<file path="config.mk">
export PLATFORM = sky130hd
export DESIGN_NAME = pilot_tone_pll_nco_flat
export DESIGN_NICKNAME = d
export VERILOG_FILES = /design/src/hdl/ptpn_pkg.sv /design/src/hdl/ptpn_req_if.sv /design/src/hdl/ptpn_rsp_if.sv /design/src/hdl/ptpn_ctrl.sv /design/src/hdl/ptpn_dp.sv /design/src/hdl/pilot_tone_pll_nco.sv /design/src/flat_wrapper.sv
export SDC_FILE = /design/constraint.sdc
export NUM_CORES = 2
export LEC_CHECK = 0
export ABC_AREA = 1
export BUFFER_PORTS_ARGS = -buffer_cell sky130_fd_sc_hd__buf_2
export CORE_MARGIN = 2
export CORE_UTILIZATION = 50
export DETAILED_ROUTE_END_ITERATION = 16
export PLACE_DENSITY_LB_ADDON = 0.05
export SLEW_MARGIN = 20
export SYNTH_ARGS = -nofsm -noshare
export SYNTH_HDL_FRONTEND = slang
export SYNTH_SLANG_ARGS = --single-unit
export TNS_END_PERCENT = 20
</file>
<file path="constraint.sdc">
create_clock -name clock -period 28.2 [get_ports clock]
set_input_delay 5.64 -clock clock [delete_from_list [all_inputs] [get_ports clock]]
set_output_delay 5.64 -clock clock [all_outputs]
set_load 0.03 [all_outputs]
</file>
<file path="src/hdl/ptpn_pkg.sv">
// shared types, constants and tables of the pilot tone pll nco
`timescale 1ns / 1ps
package ptpn_pkg;

   localparam int PHASE_BITS_DEF  = 32;
   localparam int SAMPLE_BITS_DEF = 16;

   localparam int CSR_INDEX_W = 2;
   localparam int CSR_DATA_W  = 32;

   localparam logic [CSR_INDEX_W-1:0] CSR_PHASE_INCREMENT = 2'd0;
   localparam logic [CSR_INDEX_W-1:0] CSR_NORM_BANDWIDTH  = 2'd1;
   localparam logic [CSR_INDEX_W-1:0] CSR_NCO_MULTIPLIER  = 2'd2;
   localparam logic [CSR_INDEX_W-1:0] CSR_PHASE_OFFSET    = 2'd3;

   localparam logic [15:0] NORM_BANDWIDTH_RST = 16'd655;
   localparam logic [3:0]  NCO_MULTIPLIER_RST = 4'd1;

   // atan2 approximation, turns * 2^28
   localparam logic [27:0] BASE_EIGHTH       = 28'd33554432;
   localparam logic [27:0] BASE_THREE_EIGHTH = 28'd100663296;
   localparam logic [25:0] POLY_LINEAR       = 26'd41940148;
   localparam logic [23:0] POLY_CUBIC        = 24'd8386491;

   // loop gain scale factors
   localparam logic [17:0] KP_SCALE = 18'd174719;
   localparam logic [17:0] KI_SCALE = 18'd232980;

   localparam logic [31:0] CORDIC_X0 = 32'd652032874;
   localparam int CORDIC_STEPS = 16;

   typedef struct packed {
      logic [31:0] phase_increment;
      logic [15:0] norm_bandwidth;
      logic [3:0]  nco_multiplier;
      logic [31:0] phase_offset;
   } cfg_type;

   typedef enum logic [4:0] {
      ST_IDLE, ST_MIX_I, ST_MIX_Q, ST_PREP, ST_DIV, ST_M2, ST_T1, ST_T2, ST_ERR,
      ST_KI, ST_KIR, ST_KIL, ST_KIH, ST_KP, ST_KPL, ST_KPH, ST_PH,
      ST_CL1, ST_CI1, ST_CD1, ST_CL2, ST_CI2, ST_CD2
   } state_type;

   typedef enum logic [4:0] {
      OP_NONE, OP_LOAD, OP_MIX_I, OP_MIX_Q, OP_PREP, OP_DIV, OP_M2, OP_T1, OP_T2,
      OP_ERR, OP_KI, OP_KIR, OP_KIL, OP_KIH, OP_KP, OP_KPL, OP_KPH, OP_PH,
      OP_CLOAD1, OP_CITER, OP_CDONE1, OP_CLOAD2, OP_CDONE2
   } op_type;

   typedef struct packed {
      op_type     op;
      logic [3:0] iter;
   } cmd_type;

   typedef struct packed {
      logic den_zero;
   } status_type;

   // cordic arctangent table, turns * 2^32
   function automatic logic [31:0] arc_tab(input logic [3:0] i);
      logic [31:0] r;
      case (i)
         4'd0:  r = 32'd536870912;
         4'd1:  r = 32'd316933406;
         4'd2:  r = 32'd167458907;
         4'd3:  r = 32'd85004756;
         4'd4:  r = 32'd42667331;
         4'd5:  r = 32'd21354465;
         4'd6:  r = 32'd10679838;
         4'd7:  r = 32'd5340245;
         4'd8:  r = 32'd2670163;
         4'd9:  r = 32'd1335087;
         4'd10: r = 32'd667544;
         4'd11: r = 32'd333772;
         4'd12: r = 32'd166886;
         4'd13: r = 32'd83443;
         4'd14: r = 32'd41722;
         4'd15: r = 32'd20861;
         default: r = 32'd0;
      endcase
      return r;
   endfunction

endpackage

</file>
<file path="src/hdl/ptpn_req_if.sv">
// sample channel interface
`timescale 1ns / 1ps
interface ptpn_req_if #(parameter int W = ptpn_pkg::SAMPLE_BITS_DEF);
   logic valid;
   logic ready;
   logic signed [W-1:0] sample_in;
   modport source(output valid, output sample_in, input ready);
   modport sink(input valid, input sample_in, output ready);
endinterface

</file>
<file path="src/hdl/ptpn_rsp_if.sv">
// result channel interface
`timescale 1ns / 1ps
interface ptpn_rsp_if #(parameter int W = ptpn_pkg::SAMPLE_BITS_DEF);
   logic valid;
   logic ready;
   logic signed [W-1:0] nco_out;
   modport source(output valid, output nco_out, input ready);
   modport sink(input valid, input nco_out, output ready);
endinterface

</file>
<file path="src/hdl/ptpn_ctrl.sv">
// sequencer of the loop update
`timescale 1ns / 1ps
module ptpn_ctrl (
   input  logic                   clock,
   input  logic                   reset,
   input  logic                   start,
   input  ptpn_pkg::status_type   status,
   output ptpn_pkg::cmd_type      cmd,
   output logic                   idle
);

   ptpn_pkg::state_type state_ff, state_in;
   logic [4:0] cnt_ff, cnt_in;

   always_ff @(posedge clock) begin
      if (reset) begin
         state_ff <= ptpn_pkg::ST_IDLE;
         cnt_ff   <= 5'd0;
      end else begin
         state_ff <= state_in;
         cnt_ff   <= cnt_in;
      end
   end

   always_comb begin
      state_in = state_ff;
      cnt_in   = cnt_ff + 5'd1;
      case (state_ff)
         ptpn_pkg::ST_IDLE:  if (start) state_in = ptpn_pkg::ST_MIX_I;
         ptpn_pkg::ST_MIX_I: state_in = ptpn_pkg::ST_MIX_Q;
         ptpn_pkg::ST_MIX_Q: state_in = ptpn_pkg::ST_PREP;
         ptpn_pkg::ST_PREP: begin
            state_in = ptpn_pkg::ST_DIV;
            cnt_in   = 5'd0;
         end
         // seventeen quotient bits, only one when the denominator is zero
         ptpn_pkg::ST_DIV: begin
            if (status.den_zero || cnt_ff == 5'd16) state_in = ptpn_pkg::ST_M2;
         end
         ptpn_pkg::ST_M2:  state_in = ptpn_pkg::ST_T1;
         ptpn_pkg::ST_T1:  state_in = ptpn_pkg::ST_T2;
         ptpn_pkg::ST_T2:  state_in = ptpn_pkg::ST_ERR;
         ptpn_pkg::ST_ERR: state_in = ptpn_pkg::ST_KI;
         ptpn_pkg::ST_KI:  state_in = ptpn_pkg::ST_KIR;
         ptpn_pkg::ST_KIR: state_in = ptpn_pkg::ST_KIL;
         ptpn_pkg::ST_KIL: state_in = ptpn_pkg::ST_KIH;
         ptpn_pkg::ST_KIH: state_in = ptpn_pkg::ST_KP;
         ptpn_pkg::ST_KP:  state_in = ptpn_pkg::ST_KPL;
         ptpn_pkg::ST_KPL: state_in = ptpn_pkg::ST_KPH;
         ptpn_pkg::ST_KPH: state_in = ptpn_pkg::ST_PH;
         ptpn_pkg::ST_PH:  state_in = ptpn_pkg::ST_CL1;
         ptpn_pkg::ST_CL1: begin
            state_in = ptpn_pkg::ST_CI1;
            cnt_in   = 5'd0;
         end
         ptpn_pkg::ST_CI1: if (cnt_ff == 5'(ptpn_pkg::CORDIC_STEPS - 1))
            state_in = ptpn_pkg::ST_CD1;
         ptpn_pkg::ST_CD1: state_in = ptpn_pkg::ST_CL2;
         ptpn_pkg::ST_CL2: begin
            state_in = ptpn_pkg::ST_CI2;
            cnt_in   = 5'd0;
         end
         ptpn_pkg::ST_CI2: if (cnt_ff == 5'(ptpn_pkg::CORDIC_STEPS - 1))
            state_in = ptpn_pkg::ST_CD2;
         ptpn_pkg::ST_CD2: state_in = ptpn_pkg::ST_IDLE;
         default: state_in = ptpn_pkg::ST_IDLE;
      endcase
   end

   always_comb begin
      cmd.iter = cnt_ff[3:0];
      idle     = 1'b0;
      case (state_ff)
         ptpn_pkg::ST_IDLE: begin
            idle   = 1'b1;
            cmd.op = start ? ptpn_pkg::OP_LOAD : ptpn_pkg::OP_NONE;
         end
         ptpn_pkg::ST_MIX_I: cmd.op = ptpn_pkg::OP_MIX_I;
         ptpn_pkg::ST_MIX_Q: cmd.op = ptpn_pkg::OP_MIX_Q;
         ptpn_pkg::ST_PREP:  cmd.op = ptpn_pkg::OP_PREP;
         ptpn_pkg::ST_DIV:   cmd.op = ptpn_pkg::OP_DIV;
         ptpn_pkg::ST_M2:    cmd.op = ptpn_pkg::OP_M2;
         ptpn_pkg::ST_T1:    cmd.op = ptpn_pkg::OP_T1;
         ptpn_pkg::ST_T2:    cmd.op = ptpn_pkg::OP_T2;
         ptpn_pkg::ST_ERR:   cmd.op = ptpn_pkg::OP_ERR;
         ptpn_pkg::ST_KI:    cmd.op = ptpn_pkg::OP_KI;
         ptpn_pkg::ST_KIR:   cmd.op = ptpn_pkg::OP_KIR;
         ptpn_pkg::ST_KIL:   cmd.op = ptpn_pkg::OP_KIL;
         ptpn_pkg::ST_KIH:   cmd.op = ptpn_pkg::OP_KIH;
         ptpn_pkg::ST_KP:    cmd.op = ptpn_pkg::OP_KP;
         ptpn_pkg::ST_KPL:   cmd.op = ptpn_pkg::OP_KPL;
         ptpn_pkg::ST_KPH:   cmd.op = ptpn_pkg::OP_KPH;
         ptpn_pkg::ST_PH:    cmd.op = ptpn_pkg::OP_PH;
         ptpn_pkg::ST_CL1:   cmd.op = ptpn_pkg::OP_CLOAD1;
         ptpn_pkg::ST_CI1:   cmd.op = ptpn_pkg::OP_CITER;
         ptpn_pkg::ST_CD1:   cmd.op = ptpn_pkg::OP_CDONE1;
         ptpn_pkg::ST_CL2:   cmd.op = ptpn_pkg::OP_CLOAD2;
         ptpn_pkg::ST_CI2:   cmd.op = ptpn_pkg::OP_CITER;
         ptpn_pkg::ST_CD2:   cmd.op = ptpn_pkg::OP_CDONE2;
         default:            cmd.op = ptpn_pkg::OP_NONE;
      endcase
   end

endmodule

</file>
<file path="src/hdl/ptpn_dp.sv">
// loop datapath: mixer, divider, shared multiplier, pi filter, cordic
`timescale 1ns / 1ps
module ptpn_dp #(
   parameter int PHASE_BITS  = ptpn_pkg::PHASE_BITS_DEF,
   parameter int SAMPLE_BITS = ptpn_pkg::SAMPLE_BITS_DEF
) (
   input  logic                          clock,
   input  logic                          reset,
   input  ptpn_pkg::cmd_type             cmd,
   input  ptpn_pkg::cfg_type             cfg,
   input  logic signed [SAMPLE_BITS-1:0] sample,
   output ptpn_pkg::status_type          status,
   output logic signed [SAMPLE_BITS-1:0] held_out
);

   localparam int PB   = PHASE_BITS;
   localparam int SB   = SAMPLE_BITS;
   localparam int XW   = 2 * SB + 1;
   localparam int DW   = 2 * SB;
   localparam int RW   = DW + 1;
   localparam int AW   = 34;
   localparam int BW   = (SB > 19) ? SB : 19;
   localparam int PW   = AW + BW;
   localparam int EW   = 30;
   localparam int FW   = 66;
   localparam int KW   = 34;
   localparam int QW   = 17;
   localparam int CW   = 34;
   localparam int IW   = 40;
   localparam int IPSH = (PB >= 32) ? PB - 32 : 0;
   localparam int IPRS = (PB < 32) ? 32 - PB : 1;
   localparam int KPSH = 60 - PB;
   localparam int OSH  = 31 - SB;
   localparam logic signed [FW-1:0] SMAXF = signed'((FW'(1) << (SB - 1)) - FW'(1));
   localparam logic signed [IW-1:0] IMAX = signed'(IW'(32'h7fff_ffff));
   localparam logic signed [IW-1:0] IMIN = -IMAX - IW'(1);

   function automatic logic signed [FW-1:0] round_sh(input logic signed [FW-1:0] v,
                                                      input int sh);
      logic [FW-1:0] mag;
      mag = v[FW-1] ? FW'(-v) : FW'(v);
      mag = (mag + (FW'(1) << (sh - 1))) >> sh;
      return v[FW-1] ? -signed'(mag) : signed'(mag);
   endfunction

   function automatic logic signed [SB-1:0] to_sample(input logic signed [CW-1:0] v);
      logic signed [FW-1:0] r;
      r = round_sh(FW'(v), OSH);
      if (r > SMAXF) r = SMAXF;
      if (r < -SMAXF) r = -SMAXF;
      return r[SB-1:0];
   endfunction

   function automatic logic [PB-1:0] turns_to_pb(input logic [31:0] v);
      logic [PB+31:0] w;
      w = {v, PB'(0)};
      return w[PB+31 -: PB];
   endfunction

   function automatic logic [31:0] pb_to_turns(input logic [PB-1:0] v);
      logic [PB+31:0] w;
      w = {v, 32'd0};
      return w[PB+31 -: 32];
   endfunction

   logic signed [SB-1:0] s_ff, fc_ff, fs_ff, held_ff;
   logic signed [XW-1:0] x_ff;
   logic [DW-1:0]        den_ff;
   logic [RW-1:0]        r_ff;
   logic [QW-1:0]        q_ff;
   logic                 spec_ff, nneg_ff, yneg_ff, xneg_ff;
   logic signed [EW-1:0] e_ff;
   logic [KW-1:0]        ki_ff, kp_ff;
   logic signed [PW-1:0] acc_ff, prod_ff;
   logic signed [31:0]   integ_ff;
   logic [PB-1:0]        base_ff, est_ff, ph_ff, oph_ff;
   logic signed [CW-1:0] cx_ff, cy_ff, cz_ff;
   logic                 flip_ff;

   logic signed [AW-1:0] mul_a;
   logic signed [BW-1:0] mul_b;

   logic signed [XW-1:0] y_c, ay_c, ax_c, num_c;
   logic [DW-1:0]        den_c, an_c;
   logic [QW-1:0]        m_c;
   logic [25:0]          inner_c;
   logic signed [EW-1:0] base_c, e_c;
   logic [KW-1:0]        ki_c, kp_c;
   logic signed [FW-1:0] full_c, kpe_c;
   logic signed [IW-1:0] isum_c, isat_c;
   logic [PB-1:0]        ip_c, ph_c;
   logic [PB+3:0]        phm_c;
   logic [31:0]          p_c, arc_c;
   logic                 flip_c, div_t_c;
   logic [RW-1:0]        div_r_c;
   logic signed [CW-1:0] xs_c, ys_c, xf_c, yf_c;

   always_comb begin
      // phase detector prep
      y_c  = -prod_ff[XW-1:0];
      ay_c = y_c[XW-1] ? -y_c : y_c;
      ax_c = x_ff[XW-1] ? -x_ff : x_ff;
      num_c = x_ff[XW-1] ? x_ff + ay_c : x_ff - ay_c;
      den_c = DW'(ax_c + ay_c);
      an_c  = num_c[XW-1] ? DW'(-num_c) : DW'(num_c);
      // restoring divide step
      div_t_c = r_ff >= {1'b0, den_ff};
      div_r_c = div_t_c ? r_ff - {1'b0, den_ff} : r_ff;
      m_c = spec_ff ? QW'(17'h10000) : q_ff;
      inner_c = ptpn_pkg::POLY_LINEAR - {3'b000, prod_ff[38:16]};
      base_c = signed'(EW'(xneg_ff ? ptpn_pkg::BASE_THREE_EIGHTH : ptpn_pkg::BASE_EIGHTH));
      base_c = nneg_ff ? base_c + signed'(EW'(prod_ff[41:16]))
                       : base_c - signed'(EW'(prod_ff[41:16]));
      e_c = yneg_ff ? -base_c : base_c;
      ki_c = KW'((prod_ff + PW'(32768)) >>> 16);
      kp_c = prod_ff[KW-1:0];
      // two partial products, high one weighted by 2^17
      full_c = FW'(acc_ff) + (FW'(prod_ff) <<< 17);
      isum_c = IW'(integ_ff) + IW'(round_sh(full_c, 28));
      isat_c = (isum_c > IMAX) ? IMAX : ((isum_c < IMIN) ? IMIN : isum_c);
      kpe_c = round_sh(full_c, KPSH);
      if (PB >= 32) ip_c = PB'(FW'(integ_ff) <<< IPSH);
      else          ip_c = PB'(round_sh(FW'(integ_ff), IPRS));
      ph_c  = base_ff + est_ff;
      phm_c = {4'b0000, ph_c} * {PB'(0), cfg.nco_multiplier};
      // quadrant fold for the cordic
      p_c = pb_to_turns((cmd.op == ptpn_pkg::OP_CLOAD2) ? oph_ff : ph_ff);
      flip_c = (p_c >= 32'h4000_0000) && (p_c < 32'hc000_0000);
      if (flip_c) p_c = p_c - 32'h8000_0000;
      arc_c = ptpn_pkg::arc_tab(cmd.iter);
      xs_c = cx_ff >>> cmd.iter;
      ys_c = cy_ff >>> cmd.iter;
      xf_c = flip_ff ? -cx_ff : cx_ff;
      yf_c = flip_ff ? -cy_ff : cy_ff;
   end

   always_comb begin
      mul_a = '0;
      mul_b = '0;
      case (cmd.op)
         ptpn_pkg::OP_MIX_I: begin
            mul_a = AW'(s_ff);
            mul_b = BW'(fc_ff);
         end
         ptpn_pkg::OP_MIX_Q: begin
            mul_a = AW'(s_ff);
            mul_b = BW'(fs_ff);
         end
         ptpn_pkg::OP_M2: begin
            mul_a = signed'(AW'(m_c));
            mul_b = signed'(BW'(m_c));
         end
         ptpn_pkg::OP_T1: begin
            mul_a = signed'(AW'(ptpn_pkg::POLY_CUBIC));
            mul_b = signed'(BW'(prod_ff[32:16]));
         end
         ptpn_pkg::OP_T2: begin
            mul_a = signed'(AW'(inner_c));
            mul_b = signed'(BW'(m_c));
         end
         ptpn_pkg::OP_ERR: begin
            mul_a = signed'(AW'(cfg.norm_bandwidth));
            mul_b = signed'(BW'(cfg.norm_bandwidth));
         end
         ptpn_pkg::OP_KI: begin
            mul_a = signed'(AW'(prod_ff[31:0]));
            mul_b = signed'(BW'(ptpn_pkg::KI_SCALE));
         end
         ptpn_pkg::OP_KIR: begin
            mul_a = AW'(e_ff);
            mul_b = signed'(BW'(ki_c[16:0]));
         end
         ptpn_pkg::OP_KIL: begin
            mul_a = AW'(e_ff);
            mul_b = signed'(BW'(ki_ff[KW-1:17]));
         end
         ptpn_pkg::OP_KIH: begin
            mul_a = signed'(AW'(cfg.norm_bandwidth));
            mul_b = signed'(BW'(ptpn_pkg::KP_SCALE));
         end
         ptpn_pkg::OP_KP: begin
            mul_a = AW'(e_ff);
            mul_b = signed'(BW'(kp_c[16:0]));
         end
         ptpn_pkg::OP_KPL: begin
            mul_a = AW'(e_ff);
            mul_b = signed'(BW'(kp_ff[KW-1:17]));
         end
         default: begin
            mul_a = '0;
            mul_b = '0;
         end
      endcase
   end

   always_ff @(posedge clock) begin
      prod_ff <= PW'(mul_a) * PW'(mul_b);
   end

   always_ff @(posedge clock) begin
      if (reset) begin
         integ_ff <= '0;
         base_ff  <= '0;
         est_ff   <= '0;
         fc_ff    <= SB'(SMAXF);
         fs_ff    <= '0;
         held_ff  <= SB'(SMAXF);
         spec_ff  <= 1'b0;
      end else begin
         case (cmd.op)
            ptpn_pkg::OP_LOAD:  s_ff <= sample;
            ptpn_pkg::OP_MIX_Q: x_ff <= prod_ff[XW-1:0];
            ptpn_pkg::OP_PREP: begin
               den_ff  <= den_c;
               r_ff    <= RW'(an_c);
               q_ff    <= '0;
               spec_ff <= den_c == '0;
               nneg_ff <= (den_c == '0) || num_c[XW-1];
               yneg_ff <= y_c[XW-1];
               xneg_ff <= x_ff[XW-1];
            end
            ptpn_pkg::OP_DIV: begin
               r_ff <= {div_r_c[RW-2:0], 1'b0};
               q_ff <= {q_ff[QW-2:0], div_t_c};
            end
            ptpn_pkg::OP_ERR: e_ff <= e_c;
            ptpn_pkg::OP_KIR: ki_ff <= ki_c;
            ptpn_pkg::OP_KIL: acc_ff <= prod_ff;
            ptpn_pkg::OP_KIH: integ_ff <= isat_c[31:0];
            ptpn_pkg::OP_KP:  kp_ff <= kp_c;
            ptpn_pkg::OP_KPL: acc_ff <= prod_ff;
            ptpn_pkg::OP_KPH: begin
               est_ff  <= est_ff + PB'(kpe_c) + ip_c;
               base_ff <= base_ff + turns_to_pb(cfg.phase_increment);
            end
            ptpn_pkg::OP_PH: begin
               ph_ff  <= ph_c;
               oph_ff <= phm_c[PB-1:0] + turns_to_pb(cfg.phase_offset);
            end
            ptpn_pkg::OP_CLOAD1, ptpn_pkg::OP_CLOAD2: begin
               cx_ff   <= signed'(CW'(ptpn_pkg::CORDIC_X0));
               cy_ff   <= '0;
               cz_ff   <= CW'(signed'(p_c));
               flip_ff <= flip_c;
            end
            ptpn_pkg::OP_CITER: begin
               if (!cz_ff[CW-1]) begin
                  cx_ff <= cx_ff - ys_c;
                  cy_ff <= cy_ff + xs_c;
                  cz_ff <= cz_ff - signed'(CW'(arc_c));
               end else begin
                  cx_ff <= cx_ff + ys_c;
                  cy_ff <= cy_ff - xs_c;
                  cz_ff <= cz_ff + signed'(CW'(arc_c));
               end
            end
            ptpn_pkg::OP_CDONE1: begin
               fc_ff <= to_sample(xf_c);
               fs_ff <= to_sample(yf_c);
            end
            ptpn_pkg::OP_CDONE2: held_ff <= to_sample(xf_c);
            default: begin
            end
         endcase
      end
   end

   assign status.den_zero = spec_ff;
   assign held_out        = held_ff;

endmodule

</file>
<file path="src/hdl/pilot_tone_pll_nco.sv">
// top level of the pilot tone pll with pi loop filter and nco
//
// One sample beat on req gives one result beat on rsp. The result is the nco
// cosine computed from the previous sample (cosine of zero after reset), so it
// is registered on rsp the cycle after the sample is accepted.
// Each sample then runs through the sequencer: mixer products, a 17-step
// restoring divider for the atan2 ratio, the error polynomial and split PI
// gain products on one shared multiplier, then two 16-step cordic passes for
// the feedback and the output phase. req is ready again once the sequencer
// is back in idle; the divider stops after its first step when both mixer
// products are zero.
// req_ready also needs the rsp register free or being taken, so a stalled
// receiver holds off the next sample and no result is dropped.
// csr_we writes register csr_index (0 phase increment, 1 bandwidth,
// 2 multiplier, 3 offset) at the clock edge; write only while idle.
// Synchronous reset clears the loop state, the registers to their defaults
// and drops rsp valid.
`timescale 1ns / 1ps
module pilot_tone_pll_nco #(
   parameter int PHASE_BITS  = ptpn_pkg::PHASE_BITS_DEF,
   parameter int SAMPLE_BITS = ptpn_pkg::SAMPLE_BITS_DEF
) (
   input  logic                                   clock,
   input  logic                                   reset,
   ptpn_req_if.sink                               req,
   ptpn_rsp_if.source                             rsp,
   input  logic                                   csr_we,
   input  logic [ptpn_pkg::CSR_INDEX_W-1:0]       csr_index,
   input  logic [ptpn_pkg::CSR_DATA_W-1:0]        csr_data
);

   ptpn_pkg::cfg_type    cfg_ff;
   ptpn_pkg::cmd_type    cmd;
   ptpn_pkg::status_type status;
   logic idle, accept;
   logic rsp_valid_ff, rsp_valid_in;
   logic signed [SAMPLE_BITS-1:0] rsp_data_ff, held;

   always_ff @(posedge clock) begin
      if (reset) begin
         cfg_ff.phase_increment <= '0;
         cfg_ff.norm_bandwidth  <= ptpn_pkg::NORM_BANDWIDTH_RST;
         cfg_ff.nco_multiplier  <= ptpn_pkg::NCO_MULTIPLIER_RST;
         cfg_ff.phase_offset    <= '0;
      end else if (csr_we) begin
         case (csr_index)
            ptpn_pkg::CSR_PHASE_INCREMENT: cfg_ff.phase_increment <= csr_data;
            ptpn_pkg::CSR_NORM_BANDWIDTH:  cfg_ff.norm_bandwidth  <= csr_data[15:0];
            ptpn_pkg::CSR_NCO_MULTIPLIER:  cfg_ff.nco_multiplier  <= csr_data[3:0];
            ptpn_pkg::CSR_PHASE_OFFSET:    cfg_ff.phase_offset    <= csr_data;
            default: begin
            end
         endcase
      end
   end

   assign req.ready = idle && (!rsp_valid_ff || rsp.ready);
   assign accept    = req.valid && req.ready;

   always_comb begin
      rsp_valid_in = rsp_valid_ff;
      if (accept) rsp_valid_in = 1'b1;
      else if (rsp.ready) rsp_valid_in = 1'b0;
   end

   always_ff @(posedge clock) begin
      if (reset) rsp_valid_ff <= 1'b0;
      else       rsp_valid_ff <= rsp_valid_in;
   end

   // result beat is the cosine left by the previous sample
   always_ff @(posedge clock) begin
      if (accept) rsp_data_ff <= held;
   end

   assign rsp.valid   = rsp_valid_ff;
   assign rsp.nco_out = rsp_data_ff;

   ptpn_ctrl u_ctrl (
      .clock  (clock),
      .reset  (reset),
      .start  (accept),
      .status (status),
      .cmd    (cmd),
      .idle   (idle)
   );

   ptpn_dp #(
      .PHASE_BITS  (PHASE_BITS),
      .SAMPLE_BITS (SAMPLE_BITS)
   ) u_dp (
      .clock    (clock),
      .reset    (reset),
      .cmd      (cmd),
      .cfg      (cfg_ff),
      .sample   (req.sample_in),
      .status   (status),
      .held_out (held)
   );

`ifndef SYNTH
   a_busy_after_beat: assert property (@(posedge clock) disable iff (reset)
      accept |=> !req.ready)
      else $error("req ready right after a beat");
   a_result_after_beat: assert property (@(posedge clock) disable iff (reset)
      accept |=> rsp.valid)
      else $error("no result after a beat");
   a_result_held: assert property (@(posedge clock) disable iff (reset)
      (rsp.valid && !rsp.ready) |=> (rsp.valid && $stable(rsp.nco_out)))
      else $error("stalled result lost");
`endif

endmodule
</file>
<file path="src/flat_wrapper.sv">
// flat-port wrapper written by rule: the top's interface ports become plain ports
module pilot_tone_pll_nco_flat 
#(
   parameter int PHASE_BITS  = ptpn_pkg::PHASE_BITS_DEF,
   parameter int SAMPLE_BITS = ptpn_pkg::SAMPLE_BITS_DEF
)
  (clock, reset, csr_we, csr_index, csr_data, req_valid, req_sample_in, req_ready, rsp_valid, rsp_nco_out, rsp_ready);
  ptpn_req_if req_i ();
  ptpn_rsp_if rsp_i ();
  input  logic clock;
  input  logic reset;
  input  logic csr_we;
  input  logic [ptpn_pkg::CSR_INDEX_W-1:0] csr_index;
  input  logic [ptpn_pkg::CSR_DATA_W-1:0] csr_data;
  input wire logic [$bits(req_i.valid)-1:0] req_valid;
  input wire logic [$bits(req_i.sample_in)-1:0] req_sample_in;
  output wire logic [$bits(req_i.ready)-1:0] req_ready;
  output wire logic [$bits(rsp_i.valid)-1:0] rsp_valid;
  output wire logic [$bits(rsp_i.nco_out)-1:0] rsp_nco_out;
  input wire logic [$bits(rsp_i.ready)-1:0] rsp_ready;
  assign req_i.valid = req_valid;
  assign req_i.sample_in = req_sample_in;
  assign req_ready = req_i.ready;
  assign rsp_valid = rsp_i.valid;
  assign rsp_nco_out = rsp_i.nco_out;
  assign rsp_i.ready = rsp_ready;
  pilot_tone_pll_nco #(.PHASE_BITS(PHASE_BITS), .SAMPLE_BITS(SAMPLE_BITS)) u_core (.clock(clock), .reset(reset), .req(req_i), .rsp(rsp_i), .csr_we(csr_we), .csr_index(csr_index), .csr_data(csr_data));
endmodule
</file>
==> impl_metrics.csv <==
group,metric,value,unit
outcome,outcome,"completed",
timing,hold_viol_final,0,
clocking,htreeDepth,3,
clocking,clk_path_buf_depth,3,
clocking,cts_hold_buffers,0,
global_route,grt_max_degree,100,
worst_setup_path,slowest_stage,"clkinv_1",
clocking,cts-root-buf,"clkbuf_16",
floorplanning,die_area,192000,um^2
yosys,synth_flop_cell,"edfxtp_1",
timing,rsz0062_at_grt,"no",
detailed_routing,routedWlPerCell,21.7,um
yosys,postSynth.asyncResetShare,0,%
cells_and_area,drive_gt1_share,5.36,%
timing,slew_viol_final,0,
timing,finalSetupTns,0,ps
global_route,antenna_found_initial,8,
detailed_routing,wl,345,mm
global_route,grt_overflow,0,
yosys,avgSynthCellArea,7.05,um^2
worst_setup_path,critPathKind,"reg -> reg",
timing,slew_headroom,16.9,%
worst_setup_path,critPathMaxStageDelay,830,ps
cells_and_area,area_growth,6.93,%
worst_setup_path,crit_arrival,13190,ps
clocking,clock_latency,810,ps
timing,finClkSkew,90.2,ps
worst_setup_path,crit_path_start_kind,"flop",
detailed_routing,initialDrtViolationCount,8701,
floorplanning,core_area,187000,um^2
timing,layout_min_cycle_time,12520,ps
yosys,synthCells,13400,
pwr,power.density,125,nW/um^2
global_route,grt_pass1_wl,521,mm
worst_setup_path,crit_fanout,18,
yosys,synth_seq_cells,757,
placement,place.gp.congestion,1.02,
placement,port_buffers,72,
clocking,post_cts_buffers,0,
floorplanning,placementRows,159,
detailed_routing,vias_per_cell,5.58,
clocking,clock_sinks,757,
pwr,leakagePower,50.3,nW
floorplanning,boundaryPins,73,
timing,finalCritPeriodShare,44.4,%
detailed_routing,firstDrtPassIters,8,
worst_setup_path,crit_family,"adder cells",
run,maxCapViolations,0,
cells_and_area,nets,14700,
global_route,grt_usage,35.7,%
timing,finalSetupViolCount,0,
yosys,synth_fp_nets,14700,
yosys,synth_cell_types,80,
yosys,yosys_warnings,0,
min_path,min_path_type,"reg -> reg",
clocking,clkTransAtPathRegs,70,ps
timing,tightestPinTransition,1240,ps
global_route,grt_pass1_vias,85300,
timing,hold_ws,385,ps
detailed_routing,vias,88600,
timing,timing.fmax,0.0799,GHz
floorplanning,initial_utilization,50.2,%
worst_setup_path,reg2reg_slack,15680,ps
clocking,cts_tree,"done",
floorplanning,die_w,438,um
pwr,peakVddDrop,0.121,mV
worst_setup_path,end_kind,"flop",
detailed_routing,drc,0,
yosys,ys_seq_area_share,20.7,%
clocking,cts_resized,0,
detailed_routing,ant_nets,0,
yosys,syn_area,94100,um^2
clocking,cts_buffers,96,
placement,dp_hpwl,281,mm
yosys,synth_edf_count,434,
worst_setup_path,crit_required,28870,ps
floorplanning,die_y,438,um
worst_setup_path,crit_buf_inv,9,
cells in the mapped netlist, types with 271 or more instances:
| master | n | area share [%] |
|---|---|---|
| nand2_1 | 3307 | 13 |
| inv_1 | 2317 | 9.2 |
| nor2_1 | 1306 | 5.2 |
| a21oi_1 | 778 | 4.1 |
| o21ai_0 | 744 | 4.0 |
| fa_1 | 740 | 16 |
| ha_1 | 584 | 7.8 |
| nand3_1 | 572 | 3.0 |
| xor2_1 | 486 | 4.5 |
| edfxtp_1 | 434 | 14 |
| dfxtp_1 | 323 | 6.9 |
| clkbuf_1 | 271 | 1.1 |
through the flow:
stage	setup WS, ps	util (%)	power, mW	cells	cell area, um^2
floorplan	16370	-	8.29	13400	94100
global placement	16210	51.9	11.0	15700	97300
detailed placement	15980	51.9	11.1	15700	97300
CTS	15980	53.7	12.5	15900	101000
global route	15020	53.7	13.7	15900	101000
finish	15680	53.7	12.6	15900	101000
routing by layer:
layer / routed length, um / vias to the layer above / global-route usage, %
li1: - / 42200 / -
met1: 149000 / 42300 / 48.3
met2: 151000 / 3365 / 55.6
met3: 28200 / 681 / 6.48
met4: 17100 / 8 / 15.7
met5: 56 / - / 0
flip-flops by register name, summed over array words and instances, names as in the netlist, 33 cells and up:
register and flops:
u_core.cfg_ff 84, u_core.u_dp.acc_ff 53, u_core.u_dp.cx_ff 34, u_core.u_dp.cy_ff 34, u_core.u_dp.cz_ff 34, u_core.u_dp.prod_ff 53, u_core.u_dp.r_ff 33, u_core.u_dp.x_ff 33
path summary, 6_finish.rpt:
| path | start | to | cells after the start |
|---|---|---|---|
| setup / recovery | u_core.u_dp.prod_ff[16] | u_core.u_dp.prod_ff[49] | 42 |
| hold / removal | u_core.u_dp.held_out[2] | u_core.rsp.nco_out[2] | 0 |
| setup reg to reg | u_core.u_dp.prod_ff[16] | u_core.u_dp.prod_ff[49] | 42 |
| hold reg to reg | u_core.u_dp.held_out[2] | u_core.rsp.nco_out[2] | 0 |
kinds of logic after synthesis:
kind of cell,after synthesis,synth area share (%)
DFF,757,20.7
muxes,58,0.617
AOI/OAI and AO/OA,1930,11.4
adders and majority gates,1324,23.5
buffers and inverters,2744,11.1
xor gates and xnor gates,720,6.74
and+or+nand+nor,5824,25.9
report_power, final:
group,leakage (nW),switching [mW],internal [mW]
clock network,1.60,0.575,0.727
logic,42.1,6.59,3.14
registers,6.55,0.137,1.42
placed cells by master (no fill, tap or decap), types with 28 or more instances in the layout:
cell,count
dfxtp_1,322
nor2_1,1297
o21ai_0,744
or2_2,53
a221oi_1,30
a31oi_1,48
nand4_1,167
nand3_1,571
inv_1,2311
fa_1,740
clkinv_1,29
inv_2,44
mux2i_1,58
o31ai_1,29
o211ai_1,74
buf_2,71
xor2_1,479
buf_4,140
nand2_2,76
a21oi_1,776
ha_1,584
xnor2_1,229
nor2_4,28
nand3b_1,40
edfxtp_1,434
nand2_1,3306
o21bai_1,41
nor4_1,34
clkbuf_16,101
nor3_1,123
nor2_2,64
worst register-to-register path: cells and delay by family (launching register included):
kind                       cells  cell delay [ps]
DFF                            1              710
AOI/OAI and AO/OA             14             3900
xor gates and xnor gates       1              170
buffers and inverters          9             1750
adders and majority gates      9             4100
and+or+nand+nor                9             1820
area by class of cell:
cell class,instances,area (um^2)
flip-flops and latches,757,19500
well taps,2495,3120
inverters,2380,8940
clock buffers,122,2660
repair buffers,211,1410
diodes,1,2.50
clock inverters,60,646
fillers,18600,86800
multi-input cells,9856,64400
Power figures use the tool's default switching activity.
